### src/hw/rtl/sigder_pkg.sv
// shared types and constants for the signature DER encoder
// no dependencies; used by sigder_seq, sigder_pack and the top level
package sigder_pkg;

    // DER tags and fixed bytes
    localparam logic [7:0] TAG_SEQUENCE = 8'h30;
    localparam logic [7:0] TAG_INTEGER  = 8'h02;
    localparam logic [7:0] PAD_BYTE     = 8'h00;
    localparam logic [7:0] SIGN_BIT     = 8'h80;
    localparam logic [7:0] LEN_MASK     = 8'h7F;

    // sequencer states
    typedef enum logic [3:0] {
        S_IDLE,
        S_SCAN_RD,
        S_SCAN_CHK,
        S_HDR_SEQ,
        S_HDR_LEN,
        S_INT_TAG,
        S_INT_LEN,
        S_INT_PAD,
        S_DATA_RD,
        S_DATA
    } seq_state_t;

    // one DER byte handed from the sequencer to the packer
    typedef struct packed {
        logic       vld;
        logic       last;
        logic [7:0] data;
    } der_byte_t;

endpackage

### src/hw/rtl/ecdsa_sig_der_encoder_core.sv
// top level of the ECDSA signature DER encoder
// depends on sigder_pkg, sigder_ram, sigder_seq and sigder_pack
//
// Signature words are written with start while busy is low: r words first,
// then s words, ceil(COORD_BYTES/8) words each, one word per cycle. Every
// word but the last of s leaves busy low. The last word launches the
// encoding and holds busy high until the final DER byte is out. The word
// store has a single read port: the leading zero scan fetches a word, then
// checks it, and the DER stream leaves one byte per cycle but for a fetch
// at each word boundary. Results appear on result_strobe for one cycle
// each, eight bytes per word, up to nine words; the receiver must take
// each one as it comes.
module ecdsa_sig_der_encoder_core
    import sigder_pkg::*;
#(
    parameter int COORD_BYTES = 32
) (
    input  logic        clk,
    input  logic        rst_n,
    input  logic        start,
    output logic        busy,
    input  logic [63:0] sig_word,
    output logic [63:0] der_word,
    output logic [3:0]  valid_bytes,
    output logic        last_word,
    output logic        result_strobe
);

    localparam int SIG_WORDS = 2 * ((COORD_BYTES + 7) / 8);
    localparam int AW        = $clog2(SIG_WORDS);

    logic          wr_en;
    logic [AW-1:0] wr_addr;
    logic [63:0]   wr_data;
    logic          rd_en;
    logic [AW-1:0] rd_addr;
    logic [63:0]   rd_data;
    der_byte_t     der_byte;

    // signature word store
    sigder_ram #(
        .WIDTH (64),
        .DEPTH (SIG_WORDS)
    ) u_store (
        .clk     (clk),
        .wr_en   (wr_en),
        .wr_addr (wr_addr),
        .wr_data (wr_data),
        .rd_en   (rd_en),
        .rd_addr (rd_addr),
        .rd_data (rd_data)
    );

    // scan and byte stream sequencer
    sigder_seq #(
        .COORD_BYTES (COORD_BYTES)
    ) u_seq (
        .clk      (clk),
        .rst_n    (rst_n),
        .start    (start),
        .sig_word (sig_word),
        .busy     (busy),
        .wr_en    (wr_en),
        .wr_addr  (wr_addr),
        .wr_data  (wr_data),
        .rd_en    (rd_en),
        .rd_addr  (rd_addr),
        .rd_data  (rd_data),
        .byte_out (der_byte)
    );

    // word packer and result register
    sigder_pack u_pack (
        .clk           (clk),
        .rst_n         (rst_n),
        .byte_in       (der_byte),
        .der_word      (der_word),
        .valid_bytes   (valid_bytes),
        .last_word     (last_word),
        .result_strobe (result_strobe)
    );

endmodule

### src/hw/rtl/sigder_ram.sv
// generic single-write, single-read ram with registered read data
// no dependencies
module sigder_ram #(
    parameter int WIDTH = 64,
    parameter int DEPTH = 8
) (
    input  logic                     clk,
    input  logic                     wr_en,
    input  logic [$clog2(DEPTH)-1:0] wr_addr,
    input  logic [WIDTH-1:0]         wr_data,
    input  logic                     rd_en,
    input  logic [$clog2(DEPTH)-1:0] rd_addr,
    output logic [WIDTH-1:0]         rd_data
);

    logic [WIDTH-1:0] mem [DEPTH];

    // write port
    always_ff @(posedge clk)
    begin
        if (wr_en)
        begin
            mem[wr_addr] <= wr_data;
        end
    end

    // registered read port, data holds between reads
    always_ff @(posedge clk)
    begin
        if (rd_en)
        begin
            rd_data <= mem[rd_addr];
        end
    end

endmodule

### src/hw/rtl/sigder_seq.sv
// sequencer (needs sigder_pkg): stores signature words, scans coordinates
// for leading zeros, then walks DER bytes one a cycle except at word reads
module sigder_seq
    import sigder_pkg::*;
#(
    parameter int COORD_BYTES = 32
) (
    input  logic                                        clk,
    input  logic                                        rst_n,
    input  logic                                        start,
    input  logic [63:0]                                 sig_word,
    output logic                                        busy,
    output logic                                        wr_en,
    output logic [$clog2(2*((COORD_BYTES+7)/8))-1:0]    wr_addr,
    output logic [63:0]                                 wr_data,
    output logic                                        rd_en,
    output logic [$clog2(2*((COORD_BYTES+7)/8))-1:0]    rd_addr,
    input  logic [63:0]                                 rd_data,
    output der_byte_t                                   byte_out
);

    localparam int WPC       = (COORD_BYTES + 7) / 8;
    localparam int SIG_WORDS = 2 * WPC;
    localparam int LAST_N    = COORD_BYTES - 8 * (WPC - 1);
    localparam int AW        = $clog2(SIG_WORDS);
    localparam int WW        = (WPC > 1) ? $clog2(WPC) : 1;
    localparam int IW        = $clog2(COORD_BYTES);

    seq_state_t          state_reg, state_next;
    logic [AW-1:0]       wc_reg, wc_next;
    logic                coord_reg, coord_next;
    logic [WW-1:0]       widx_reg, widx_next;
    logic [IW-1:0]       bidx_reg, bidx_next;
    logic [1:0][IW-1:0]  off_reg, off_next;
    logic [1:0]          pad_reg, pad_next;

    logic                found;
    logic [2:0]          lz;
    logic                msb;
    logic [3:0]          lane_cnt;
    logic [63:0]         lane_shift;
    logic [7:0]          data_byte;
    logic [7:0]          ilen0, ilen1, ilen_cur, seq_len;
    logic [AW-1:0]       coord_base;
    logic                last_word_in;
    logic                last_byte;

    // leading zero byte search over the valid lanes of the fetched word
    assign lane_cnt = (widx_reg == WW'(WPC - 1)) ? 4'(LAST_N) : 4'd8;

    always_comb
    begin
        found = 1'b0;
        lz    = '0;
        msb   = 1'b0;
        for (int k = 0; k < 8; k++)
        begin
            if (!found && (4'(k) < lane_cnt) && (rd_data[63-8*k -: 8] != 8'h00))
            begin
                found = 1'b1;
                lz    = 3'(k);
                msb   = (rd_data[63-8*k -: 8] & SIGN_BIT) != 8'h00;
            end
        end
    end

    // lengths: integer content plus optional pad, then the sequence body
    assign ilen0    = 8'(COORD_BYTES) - 8'(off_reg[0]) + 8'(pad_reg[0]);
    assign ilen1    = 8'(COORD_BYTES) - 8'(off_reg[1]) + 8'(pad_reg[1]);
    assign ilen_cur = coord_reg ? ilen1 : ilen0;
    assign seq_len  = (8'd4 + ilen0 + ilen1) & LEN_MASK;

    // byte of the current coordinate out of the held read word
    assign lane_shift = rd_data << {bidx_reg[2:0], 3'b000};
    assign data_byte  = lane_shift[63:56];
    assign coord_base = coord_reg ? AW'(WPC) : '0;

    assign last_word_in = (wc_reg == AW'(SIG_WORDS - 1));
    assign last_byte    = (bidx_reg == IW'(COORD_BYTES - 1));

    // state and counters
    always_ff @(posedge clk or negedge rst_n)
    begin
        if (!rst_n)
        begin
            state_reg <= S_IDLE;
            wc_reg    <= '0;
            coord_reg <= 1'b0;
            widx_reg  <= '0;
            bidx_reg  <= '0;
            off_reg   <= '0;
            pad_reg   <= '0;
        end
        else
        begin
            state_reg <= state_next;
            wc_reg    <= wc_next;
            coord_reg <= coord_next;
            widx_reg  <= widx_next;
            bidx_reg  <= bidx_next;
            off_reg   <= off_next;
            pad_reg   <= pad_next;
        end
    end

    // next state
    always_comb
    begin
        state_next = state_reg;
        wc_next    = wc_reg;
        coord_next = coord_reg;
        widx_next  = widx_reg;
        bidx_next  = bidx_reg;
        off_next   = off_reg;
        pad_next   = pad_reg;
        case (state_reg)
            S_IDLE:
            begin
                if (start)
                begin
                    if (last_word_in)
                    begin
                        wc_next    = '0;
                        coord_next = 1'b0;
                        widx_next  = '0;
                        state_next = S_SCAN_RD;
                    end
                    else
                    begin
                        wc_next = wc_reg + 1'b1;
                    end
                end
            end
            S_SCAN_RD:
            begin
                state_next = S_SCAN_CHK;
            end
            S_SCAN_CHK:
            begin
                if (found || (widx_reg == WW'(WPC - 1)))
                begin
                    off_next[coord_reg] = found ? IW'({widx_reg, lz}) : IW'(COORD_BYTES - 1);
                    pad_next[coord_reg] = found & msb;
                    widx_next           = '0;
                    if (!coord_reg)
                    begin
                        coord_next = 1'b1;
                        state_next = S_SCAN_RD;
                    end
                    else
                    begin
                        coord_next = 1'b0;
                        state_next = S_HDR_SEQ;
                    end
                end
                else
                begin
                    widx_next  = widx_reg + 1'b1;
                    state_next = S_SCAN_RD;
                end
            end
            S_HDR_SEQ:
            begin
                state_next = S_HDR_LEN;
            end
            S_HDR_LEN:
            begin
                state_next = S_INT_TAG;
            end
            S_INT_TAG:
            begin
                state_next = S_INT_LEN;
            end
            S_INT_LEN:
            begin
                bidx_next  = off_reg[coord_reg];
                state_next = pad_reg[coord_reg] ? S_INT_PAD : S_DATA_RD;
            end
            S_INT_PAD:
            begin
                state_next = S_DATA_RD;
            end
            S_DATA_RD:
            begin
                state_next = S_DATA;
            end
            S_DATA:
            begin
                if (last_byte)
                begin
                    if (!coord_reg)
                    begin
                        coord_next = 1'b1;
                        state_next = S_INT_TAG;
                    end
                    else
                    begin
                        coord_next = 1'b0;
                        state_next = S_IDLE;
                    end
                end
                else
                begin
                    bidx_next = bidx_reg + 1'b1;
                    if (bidx_reg[2:0] == 3'd7)
                    begin
                        state_next = S_DATA_RD;
                    end
                end
            end
            default:
            begin
                state_next = S_IDLE;
            end
        endcase
    end

    // outputs: memory ports and the byte stream
    always_comb
    begin
        busy     = (state_reg != S_IDLE);
        wr_en    = 1'b0;
        wr_addr  = wc_reg;
        wr_data  = sig_word;
        rd_en    = 1'b0;
        rd_addr  = coord_base + AW'(widx_reg);
        byte_out = '0;
        case (state_reg)
            S_IDLE:
            begin
                wr_en = start;
            end
            S_SCAN_RD:
            begin
                rd_en = 1'b1;
            end
            S_HDR_SEQ:
            begin
                byte_out.vld  = 1'b1;
                byte_out.data = TAG_SEQUENCE;
            end
            S_HDR_LEN:
            begin
                byte_out.vld  = 1'b1;
                byte_out.data = seq_len;
            end
            S_INT_TAG:
            begin
                byte_out.vld  = 1'b1;
                byte_out.data = TAG_INTEGER;
            end
            S_INT_LEN:
            begin
                byte_out.vld  = 1'b1;
                byte_out.data = ilen_cur;
            end
            S_INT_PAD:
            begin
                byte_out.vld  = 1'b1;
                byte_out.data = PAD_BYTE;
            end
            S_DATA_RD:
            begin
                rd_en   = 1'b1;
                rd_addr = coord_base + AW'(bidx_reg >> 3);
            end
            S_DATA:
            begin
                byte_out.vld  = 1'b1;
                byte_out.last = coord_reg & last_byte;
                byte_out.data = data_byte;
            end
            default:
            begin
                byte_out = '0;
            end
        endcase
    end

    // a check always follows a scan fetch
    assert property (@(posedge clk) disable iff (!rst_n)
        (state_reg == S_SCAN_CHK) |-> ($past(state_reg) == S_SCAN_RD))
        else $error("scan check without a preceding fetch");

    // the final byte closes the encoding and returns to idle
    assert property (@(posedge clk) disable iff (!rst_n)
        byte_out.last |=> (state_reg == S_IDLE))
        else $error("final byte did not end the encoding");

endmodule

### src/hw/rtl/sigder_pack.sv
// packer: gathers DER bytes eight to a word, first byte in the top lane
// depends on sigder_pkg
module sigder_pack
    import sigder_pkg::*;
(
    input  logic        clk,
    input  logic        rst_n,
    input  der_byte_t   byte_in,
    output logic [63:0] der_word,
    output logic [3:0]  valid_bytes,
    output logic        last_word,
    output logic        result_strobe
);

    logic [63:0] pack_reg, pack_next;
    logic [2:0]  cnt_reg, cnt_next;
    logic [63:0] word_reg, word_next;
    logic [3:0]  vb_reg, vb_next;
    logic        last_reg, last_next;
    logic        strobe_reg, strobe_next;
    logic [63:0] merged;

    // place the incoming byte in the next free lane
    assign merged = pack_reg | ({byte_in.data, 56'h0} >> {cnt_reg, 3'b000});

    always_comb
    begin
        pack_next   = pack_reg;
        cnt_next    = cnt_reg;
        word_next   = word_reg;
        vb_next     = vb_reg;
        last_next   = last_reg;
        strobe_next = 1'b0;
        if (byte_in.vld)
        begin
            if ((cnt_reg == 3'd7) || byte_in.last)
            begin
                word_next   = merged;
                vb_next     = {1'b0, cnt_reg} + 4'd1;
                last_next   = byte_in.last;
                strobe_next = 1'b1;
                pack_next   = '0;
                cnt_next    = '0;
            end
            else
            begin
                pack_next = merged;
                cnt_next  = cnt_reg + 3'd1;
            end
        end
    end

    // lane accumulator and result control
    always_ff @(posedge clk or negedge rst_n)
    begin
        if (!rst_n)
        begin
            pack_reg   <= '0;
            cnt_reg    <= '0;
            strobe_reg <= 1'b0;
        end
        else
        begin
            pack_reg   <= pack_next;
            cnt_reg    <= cnt_next;
            strobe_reg <= strobe_next;
        end
    end

    // result payload
    always_ff @(posedge clk)
    begin
        word_reg <= word_next;
        vb_reg   <= vb_next;
        last_reg <= last_next;
    end

    assign der_word      = word_reg;
    assign valid_bytes   = vb_reg;
    assign last_word     = last_reg;
    assign result_strobe = strobe_reg;

    // every word but the final one is full
    assert property (@(posedge clk) disable iff (!rst_n)
        (strobe_reg && !last_reg) |-> (vb_reg == 4'd8))
        else $error("partial word before the end of the encoding");

    // byte count of a result stays in one to eight
    assert property (@(posedge clk) disable iff (!rst_n)
        strobe_reg |-> ((vb_reg != 4'd0) && (vb_reg <= 4'd8)))
        else $error("byte count out of range");

    // the final word is never followed at once by another
    assert property (@(posedge clk) disable iff (!rst_n)
        (strobe_reg && last_reg) |=> !strobe_reg)
        else $error("result right after the final word");

endmodule

### config.mk
export PLATFORM = sky130hd
export DESIGN_NAME = ecdsa_sig_der_encoder_core
export DESIGN_NICKNAME = d
export VERILOG_FILES = /design/src/hw/rtl/sigder_pkg.sv /design/src/hw/rtl/ecdsa_sig_der_encoder_core.sv /design/src/hw/rtl/sigder_ram.sv /design/src/hw/rtl/sigder_seq.sv /design/src/hw/rtl/sigder_pack.sv
export SDC_FILE = /design/constraint.sdc
export NUM_CORES = 1
export LEC_CHECK = 0
export BUFFER_PORTS_ARGS = -buffer_cell sky130_fd_sc_hd__clkbuf_2
export CAP_MARGIN = 20
export CORE_UTILIZATION = 50
export CTS_CLUSTER_DIAMETER = 120
export DETAILED_ROUTE_END_ITERATION = 7
export GPL_ROUTABILITY_DRIVEN = 0
export GPL_TIMING_DRIVEN = 1
export PLACE_DENSITY = 0.7
export SYNTH_ARGS = -nofsm -noshare
export SYNTH_HDL_FRONTEND = slang
export SYNTH_SLANG_ARGS = --single-unit
### constraint.sdc
create_clock -name clk -period 6.2 [get_ports clk]
set_clock_uncertainty 0.05 [all_clocks]
set_input_delay 0.93 -clock clk [delete_from_list [all_inputs] [get_ports clk]]
set_output_delay 0.93 -clock clk [all_outputs]
set_load 0.02 [all_outputs]
==> results of run 1 <==
-- power by group --
group / internal (W) / switching [W]
logic: 0.0000246 / 0.0000662
registers: 0.00541 / 0.00000338
clock network: 0.00246 / 0.00185
total: 0.00790 / 0.00192
-- metrics by stage --
| step | worst slack (ps) | total power [W] |
|---|---|---|
| final | 1870 | 0.00982 |
| after global routing | 1640 | 0.0101 |
| after CTS | 1850 | 0.00990 |
| after detailed placement | 1890 | 0.00561 |
| after global placement | 2040 | 0.00560 |
| after floorplan | 496 | 0.00554 |
-- worst max-delay path by stage --
stage | startpoint | endpoint | slack [ps]
floorplan | u_seq.state_reg[0] | u_store.rd_data[0] | 500
global placement | u_seq.bidx_reg[0] | u_pack.pack_reg[21] | 2040
detailed placement | u_seq.bidx_reg[0] | u_pack.pack_reg[54] | 1890
CTS | u_seq.bidx_reg[0] | u_pack.pack_reg[45] | 1850
global route | u_seq.bidx_reg[0] | u_pack.pack_reg[45] | 1640
finish | u_seq.off_reg[0] | u_pack.der_word[46] | 1870
-- cells by family (layout without fill, tap and decap cells) --
| kind of cell | count (synthesis) | after routing | share of synthesized area (%) |
|---|---|---|---|
| and+or+nand+nor | 230 | 230 | 4.13 |
| DFF | 740 | 740 | 73.7 |
| muxes | 233 | 233 | 14.4 |
| AOI/OAI and AO/OA | 205 | 205 | 4.83 |
| xor gates and xnor gates | 13 | 13 | 0.386 |
| adders and majority gates | 27 | 27 | 1.16 |
| buffers and inverters | 89 | 309 | 1.40 |
-- critical path, delay by kind of cell (launching register included) --
family	cells	cell delay [ps]
XOR/XNOR	1	190
AND/OR/NAND/NOR	2	200
buffers and inverters	1	80
AO/OA/AOI/OAI	6	2060
flip-flops	1	400
adder cells (fa/ha/maj)	4	1190
-- cell type report --
type	count	area, um^2	area share [%]
Sequential cell	740	21700	64.9
Multi-Input combinational cell	708	7440	22.2
Clock buffer	103	2040	6.10
Tap cell	765	957	2.86
Timing Repair Buffer	157	933	2.79
Clock inverter	34	307	0.915
Inverter	15	57.6	0.172
-- per-layer routing --
layer	wire [um]	track usage [%]
met1	25100	27.8
met2	29500	33.2
met3	3650	4.34
met4	1450	6.36
met5	55	0
-- cells in the final DEF (no fill, tap or decap), types with 13 or more instances in the layout --
cell,Yosys,routed
sky130_fd_sc_hd__clkbuf_1,26,24
sky130_fd_sc_hd__mux4_2,143,143
sky130_fd_sc_hd__a21o_1,26,26
sky130_fd_sc_hd__edfxtp_1,645,645
sky130_fd_sc_hd__inv_1,14,14
sky130_fd_sc_hd__a21oi_1,39,39
sky130_fd_sc_hd__buf_4,11,13
sky130_fd_sc_hd__mux2i_1,19,17
sky130_fd_sc_hd__nor3_1,23,20
sky130_fd_sc_hd__o21bai_1,32,32
sky130_fd_sc_hd__ha_1,25,25
sky130_fd_sc_hd__clkbuf_2,0,136
sky130_fd_sc_hd__clkinv_2,0,13
sky130_fd_sc_hd__dfrtp_1,95,94
sky130_fd_sc_hd__mux2_2,68,68
sky130_fd_sc_hd__clkbuf_16,0,77
sky130_fd_sc_hd__nor2_1,39,33
sky130_fd_sc_hd__nand3_1,13,13
sky130_fd_sc_hd__and2_1,29,29
sky130_fd_sc_hd__nand2_1,56,56
sky130_fd_sc_hd__o21ai_0,32,32
==> results.md, run 1 <==
## Status
- finished, final reports clean — outcome

## Finish
- 1791 — Layout Nets
- 57.7% — fraction of the core area covered by cells at the end of the flow
- 2522 — final standard cell count with taps included and fillers excluded
- 512 — flip-flop count of the largest register after layout
- 4209 — Filler cells
- 0 — antenna cell count
- 13.6% — synth-to-layout area growth
- 33500 um^2 — Final Instance Area
- 28.4% — share of final-layout standard cells stronger than drive strength 1
- u_store.mem — register with the most flip-flops

## Timing
- 0 ps — accumulated negative setup slack
- 190 ps — final hold slack
- 69.8% — post-route clock period utilization
- 0 — fin. max-slew vios
- 24.0% — Rel. slew slack
- 0.231 GHz — maximum operating frequency
- 4330 ps — minimum period implied by the final worst setup slack
- 0 — Finish-stage setup viols
- 0 — final hold violation count
- 1140 ps — Least-Margin Pin Slew
- no — RSZ-0062 raised after global routing

## Hold path
- in -> async — class of the worst hold path

## Setup path
- sky130_fd_sc_hd__o32ai_2 — cell with the largest stage delay on the worst path
- sky130_fd_sc_hd__ha_1 — Crit path top cell by count
- 6630 ps — Critical Path RT
- 950 ps — delay of the slowest critical-path stage
- 16 — peak fanout along the critical path
- reg -> reg — Worst Path Class, Setup
- 4760 ps — Data arrival, critical path
- 1870 ps — register-to-register setup slack
- 14 — number of cells on the worst reg-to-reg path
- flop — crit start category
- u_seq.off_reg[0] — reg-to-reg startpoint
- inv_1, ha_1, ha_1, nor2b_1, a221oi_1, o21ai_0, xnor2_1, ha_1, ha_1, a21boi_0, o21a_1, nor3_1, o32ai_2, a21o_1 — cell breakdown of the critical path
- flop — CP endpoint kind
- u_pack.der_word[46] — end of the worst register-to-register path

## Global routing
- 20.4% — global-route usage over all layers
- 105 — maximum number of pins on one net before global-route repair
- 0 — GRT overflow
- 15200 — vias in the first global route
- 91400 um — global-route wire length before repair
- 4 — antenna violations before repair

## Yosys
- 73.7% — Seq/Total Area, Yosys
- 1630 — Post-Synthesis Net Count
- 740 — number of flip-flops and latches in the synthesized netlist
- sky130_fd_sc_hd__edfxtp_1 — Post-synth top flop
- 29500 um^2 — Synth Cell Area
- sky130_fd_sc_hd__edfxtp_1 (66%), sky130_fd_sc_hd__mux4_2 (11%), sky130_fd_sc_hd__dfrtp_1 (8.1%) — leading cell types by total area after synthesis
- 1537 — post-synthesis instance total
- 12.8% — ys async rst share
- sky130_fd_sc_hd__edfxtp_1 (645), sky130_fd_sc_hd__mux4_2 (143), sky130_fd_sc_hd__dfrtp_1 (95) — most frequent cells after synthesis
- 0 — number of warning messages in the yosys log
- 19.2 um^2 — post-synthesis area per instance
- sky130_fd_sc_hd__edfxtp_1 — post-synthesis cell type with the largest combined area
- 65.7% — proportion of netlist area held by the largest area contributor
- 73 — Distinct cells, synth
- sky130_fd_sc_hd__edfxtp_1 — most frequently used cell type in the post-synthesis netlist
- 645 — EDFF count, synth

## Floorplan
- 60000 um^2 — DIE AREA
- 58000 um^2 — area of the core region
- 88 — count of standard-cell rows
- 50.8% — initial core utilization
- 245 um — horizontal die dimension
- 245 um — overall die height
- 138 — top-level port count

## Placement
- 137 — Buffers on Ports
- 35000 um — post-detailed-placement half-perimeter wirelength
- 2384 — DP Cell Count
- 31100 um^2 — Placement Cell Area

## Route
- 5.87 — via density per instance
- 23.7 um — routed wire length per instance
- 14800 — total via count in the routed design
- 1350 — initial drt markers
- 5 — first-pass iteration count of the detailed router
- 59700 um — final wirelength
- 0 — number of antenna-violating nets in the routed design
- 0 — count of unresolved DRC violations after routing

## Clocking
- 740 — # clock sinks
- 3 — H-tree level count
- 3 — buffer levels on the longest clock path
- 0 — hold bufs inserted after CTS
- 630 ps — clock latency at the later pin of the worst-skew pair
- 76 — CTS Buf Count
- sky130_fd_sc_hd__clkbuf_16 — buffer type at the clock tree root
- 0 — Post-CTS Resized
- 0 — Setup Buffers After CTS
- 60 ps — clock-pin slew reported for the worst setup and hold paths after clock tree synthesis
- built — TritonCTS clock tree

## Power and ir drop
- 277 uV — IR drop worst, VDD
- 11.8 nW — reported leakage power
- 293 nW/um^2 — power per standard cell area

## Run
- 0 — MaxCap Viol Count

No activity file was read; power rests on OpenSTA's default activity.
==> run 2, diff against run 1 <==
--- a/config.mk
+++ b/config.mk
@@ -12,7 +12,7 @@
 export DETAILED_ROUTE_END_ITERATION = 7
 export GPL_ROUTABILITY_DRIVEN = 0
 export GPL_TIMING_DRIVEN = 1
-export PLACE_DENSITY = 0.7
+export PLACE_DENSITY = 0.67
 export SYNTH_ARGS = -nofsm -noshare
 export SYNTH_HDL_FRONTEND = slang
 export SYNTH_SLANG_ARGS = --single-unit
==> constraint.sdc (replaced) <==
create_clock -name clk -period 4.35 [get_ports clk]
set_clock_uncertainty 0.05 [all_clocks]
set_input_delay 0.6525 -clock clk [delete_from_list [all_inputs] [get_ports clk]]
set_output_delay 0.6525 -clock clk [all_outputs]
set_load 0.02 [all_outputs]
==> run 2 against run 1 <==
- fmax is 9.6% higher
- core utilization rose by 0.069 points
- die area stayed put
- count of clock-buffer cells in the layout down 5
- register-to-register slack got worse by 1500 ps
- worst hold slack worse by 84 ps
- first-iteration DRC count is 8.1% lower
- sequential share of layout area fell by 0.078 points
- sequential cell count did not move
- routed wire length up 1.6%
- largest power group unchanged
==> results.md, run 2 (synthesized netlist as in run 1, its figures left out) <==
## Floorplan
- 88 — count of standard-cell rows
- 245 um — horizontal die dimension
- 245 um — overall die height
- 50.8% — initial core utilization
- 138 — top-level port count
- 60000 um^2 — DIE AREA
- 58000 um^2 — area of the core region

## Global routing
- 0 — GRT overflow
- 15300 — vias in the first global route
- 3 — antenna violations before repair
- 99 — maximum number of pins on one net before global-route repair
- 20.9% — global-route usage over all layers
- 93500 um — global-route wire length before repair

## Timing
- 1150 ps — Least-Margin Pin Slew
- 0 — final hold violation count
- no — RSZ-0062 raised after global routing
- 0 — fin. max-slew vios
- 0 ps — accumulated negative setup slack
- 3950 ps — minimum period implied by the final worst setup slack
- 0 — Finish-stage setup viols
- 22.7% — Rel. slew slack
- 0.253 GHz — maximum operating frequency
- 90.8% — post-route clock period utilization

## Clocking
- sky130_fd_sc_hd__clkbuf_16 — buffer type at the clock tree root
- built — TritonCTS clock tree
- 620 ps — clock latency at the later pin of the worst-skew pair
- 0 — hold bufs inserted after CTS
- 60 ps — clock-pin slew reported for the worst setup and hold paths after clock tree synthesis
- 75 — CTS Buf Count
- 740 — # clock sinks
- 0 — Post-CTS Resized
- 3 — H-tree level count
- 3 — buffer levels on the longest clock path
- 0 — Setup Buffers After CTS

## Setup path
- flop — crit start category
- 4640 ps — Critical Path RT
- 14 — total number of cells along the worst setup path
- sky130_fd_sc_hd__a211oi_2 — cell with the largest stage delay on the worst path
- compound AO/OA/AOI/OAI gates — CP top delay family
- 4240 ps — Data arrival, critical path
- inv_1, ha_1, ha_1, nor2b_1, a221oi_1, o21ai_0, xnor2_1, ha_1, ha_1, a21boi_0, o32a_1, nor2_1, a211oi_2, o21bai_1 — cell breakdown of the critical path
- 1 — total buffers and inverters traversed by the critical path
- reg -> reg — Worst Path Class, Setup
- 14 — number of cells on the worst reg-to-reg path
- sky130_fd_sc_hd__ha_1 — Crit path top cell by count
- 8 — peak fanout along the critical path
- flop — CP endpoint kind
- 470 ps — delay of the slowest critical-path stage

## Finish
- u_store.mem — register with the most flip-flops
- 1808 — Layout Nets
- 0 — antenna cell count
- 512 — flip-flop count of the largest register after layout
- sky130_fd_sc_hd__edfxtp_1 — most common cell after layout, fill and taps aside
- 13.7% — synth-to-layout area growth
- sky130_fd_sc_hd__edfxtp_1 (645), sky130_fd_sc_hd__mux4_2 (143), sky130_fd_sc_hd__clkbuf_2 (136), sky130_fd_sc_hd__dfrtp_1 (94), sky130_fd_sc_hd__clkbuf_16 (77) — leading cell types in the layout, fill and taps excluded
- 29.2% — share of final-layout standard cells stronger than drive strength 1

## Route
- 60700 um — final wirelength
- 26000 um — met1 routed wirelength after detailed routing
- 0 — count of unresolved DRC violations after routing
- 23.9 um — routed wire length per instance
- 5.89 — via density per instance
- 0 — number of antenna-violating nets in the routed design
- 5 — first-pass iteration count of the detailed router
- 29600 um — Detail Route met2 WL
- 1240 — initial drt markers
- 3600 um — detailed-routed wire length on met3
- 14900 — total via count in the routed design
- met5 — top routing layer in use

## Run
- 0 — MaxCap Viol Count

## Placement
- 137 — Buffers on Ports
- 35800 um — post-detailed-placement half-perimeter wirelength

## Power and ir drop
- 0.00271 W — P_sw
- 11.9 nW — reported leakage power
- 321 uV — IR drop worst, VDD
- 0.0111 W — internal power summed over all cells
- 0.9% — share of total power in combinational logic
- 19.6% — switching part of the total
- 43.2% — clock group share of total power
- 0.0138 W — overall power consumption
- 55.8% — proportion of power drawn by flip-flops and latches
- 412 nW/um^2 — power per standard cell area

## Status
- finished, final reports clean — outcome

## Hold path
- in -> async — class of the worst hold path

[run 2: changes by cell type in the layout (fill, tap and decap cells not counted), sizes merged]
| cell | before | now |
|---|---|---|
| clkinvlp | 1 | 3 |
| clkbuf | 239 | 234 |
| clkinv | 28 | 33 |
| inv | 17 | 16 |
| bufinv | 3 | 1 |
| buf | 21 | 39 |
[run 2: final cells by class]
type | instances | area [um^2]
Clock buffer | 98 | 2030
Clock inverter | 38 | 256
Fill cell | 4231 | 24500
Inverter | 15 | 57.6
Multi-Input combinational cell | 708 | 7450
Sequential cell | 740 | 21700
Tap cell | 765 | 957
Timing Repair Buffer | 175 | 1040
[run 2: power groups by stage]
stage	registers [W]	clock network (W)	logic, W
floorplan	0.00787	0	0.0000197
global placement	0.00787	0	0.000121
detailed placement	0.00787	0	0.000131
CTS	0.00772	0.00611	0.000132
global route	0.00772	0.00638	0.000145
finish	0.00772	0.00598	0.000128
[run 2: metrics by stage]
step           utilization, %  setup WS (ps)  hold WS, ps  instance area [um^2]  std cells
2_1_floorplan               -           -286          307                 29500       1537
3_3_place_gp             53.8            551          403                 31200       2402
3_5_place_dp             53.9            434          411                 31200       2403
4_1_cts                  57.8            434          114                 33500       2539
5_1_grt                  57.8           56.0          163                 33500       2539
6_report                 57.8            402          106                 33500       2539
[run 2: final timing paths]
kind / startpoint / to / slack, ps
max in group asynchronous: rst_n / u_seq.coord_reg / 3200
setup / recovery: u_seq.off_reg[0] / u_pack.der_word[4] / 400
hold / removal: rst_n / u_pack.result_strobe / 110
setup reg to reg: u_seq.off_reg[0] / u_pack.der_word[4] / 400
hold reg to reg: u_pack.pack_reg[29] / u_pack.pack_reg[29] / 420
min in group clk: sig_word[44] / u_store.mem[7][44] / 260
[run 2: worst register-to-register path: stages (launching register included)]
cell and delay [ps]:
sky130_fd_sc_hd__dfrtp_1 400, sky130_fd_sc_hd__inv_1 80, sky130_fd_sc_hd__ha_1 350, sky130_fd_sc_hd__ha_1 250, sky130_fd_sc_hd__nor2b_1 150, sky130_fd_sc_hd__a221oi_1 260, sky130_fd_sc_hd__o21ai_0 190, sky130_fd_sc_hd__xnor2_1 180
sky130_fd_sc_hd__ha_1 310, sky130_fd_sc_hd__ha_1 310, sky130_fd_sc_hd__a21boi_0 250, sky130_fd_sc_hd__o32a_1 200, sky130_fd_sc_hd__nor2_1 60, sky130_fd_sc_hd__a211oi_2 470, sky130_fd_sc_hd__o21bai_1 180
[run 2: routing by layer]
metal	global-route usage (%)	vias to the layer above
met5	0	-
met3	4.38	111
met2	33.6	482
met1	28.5	7736
li1	-	6608
met4	6.89	6
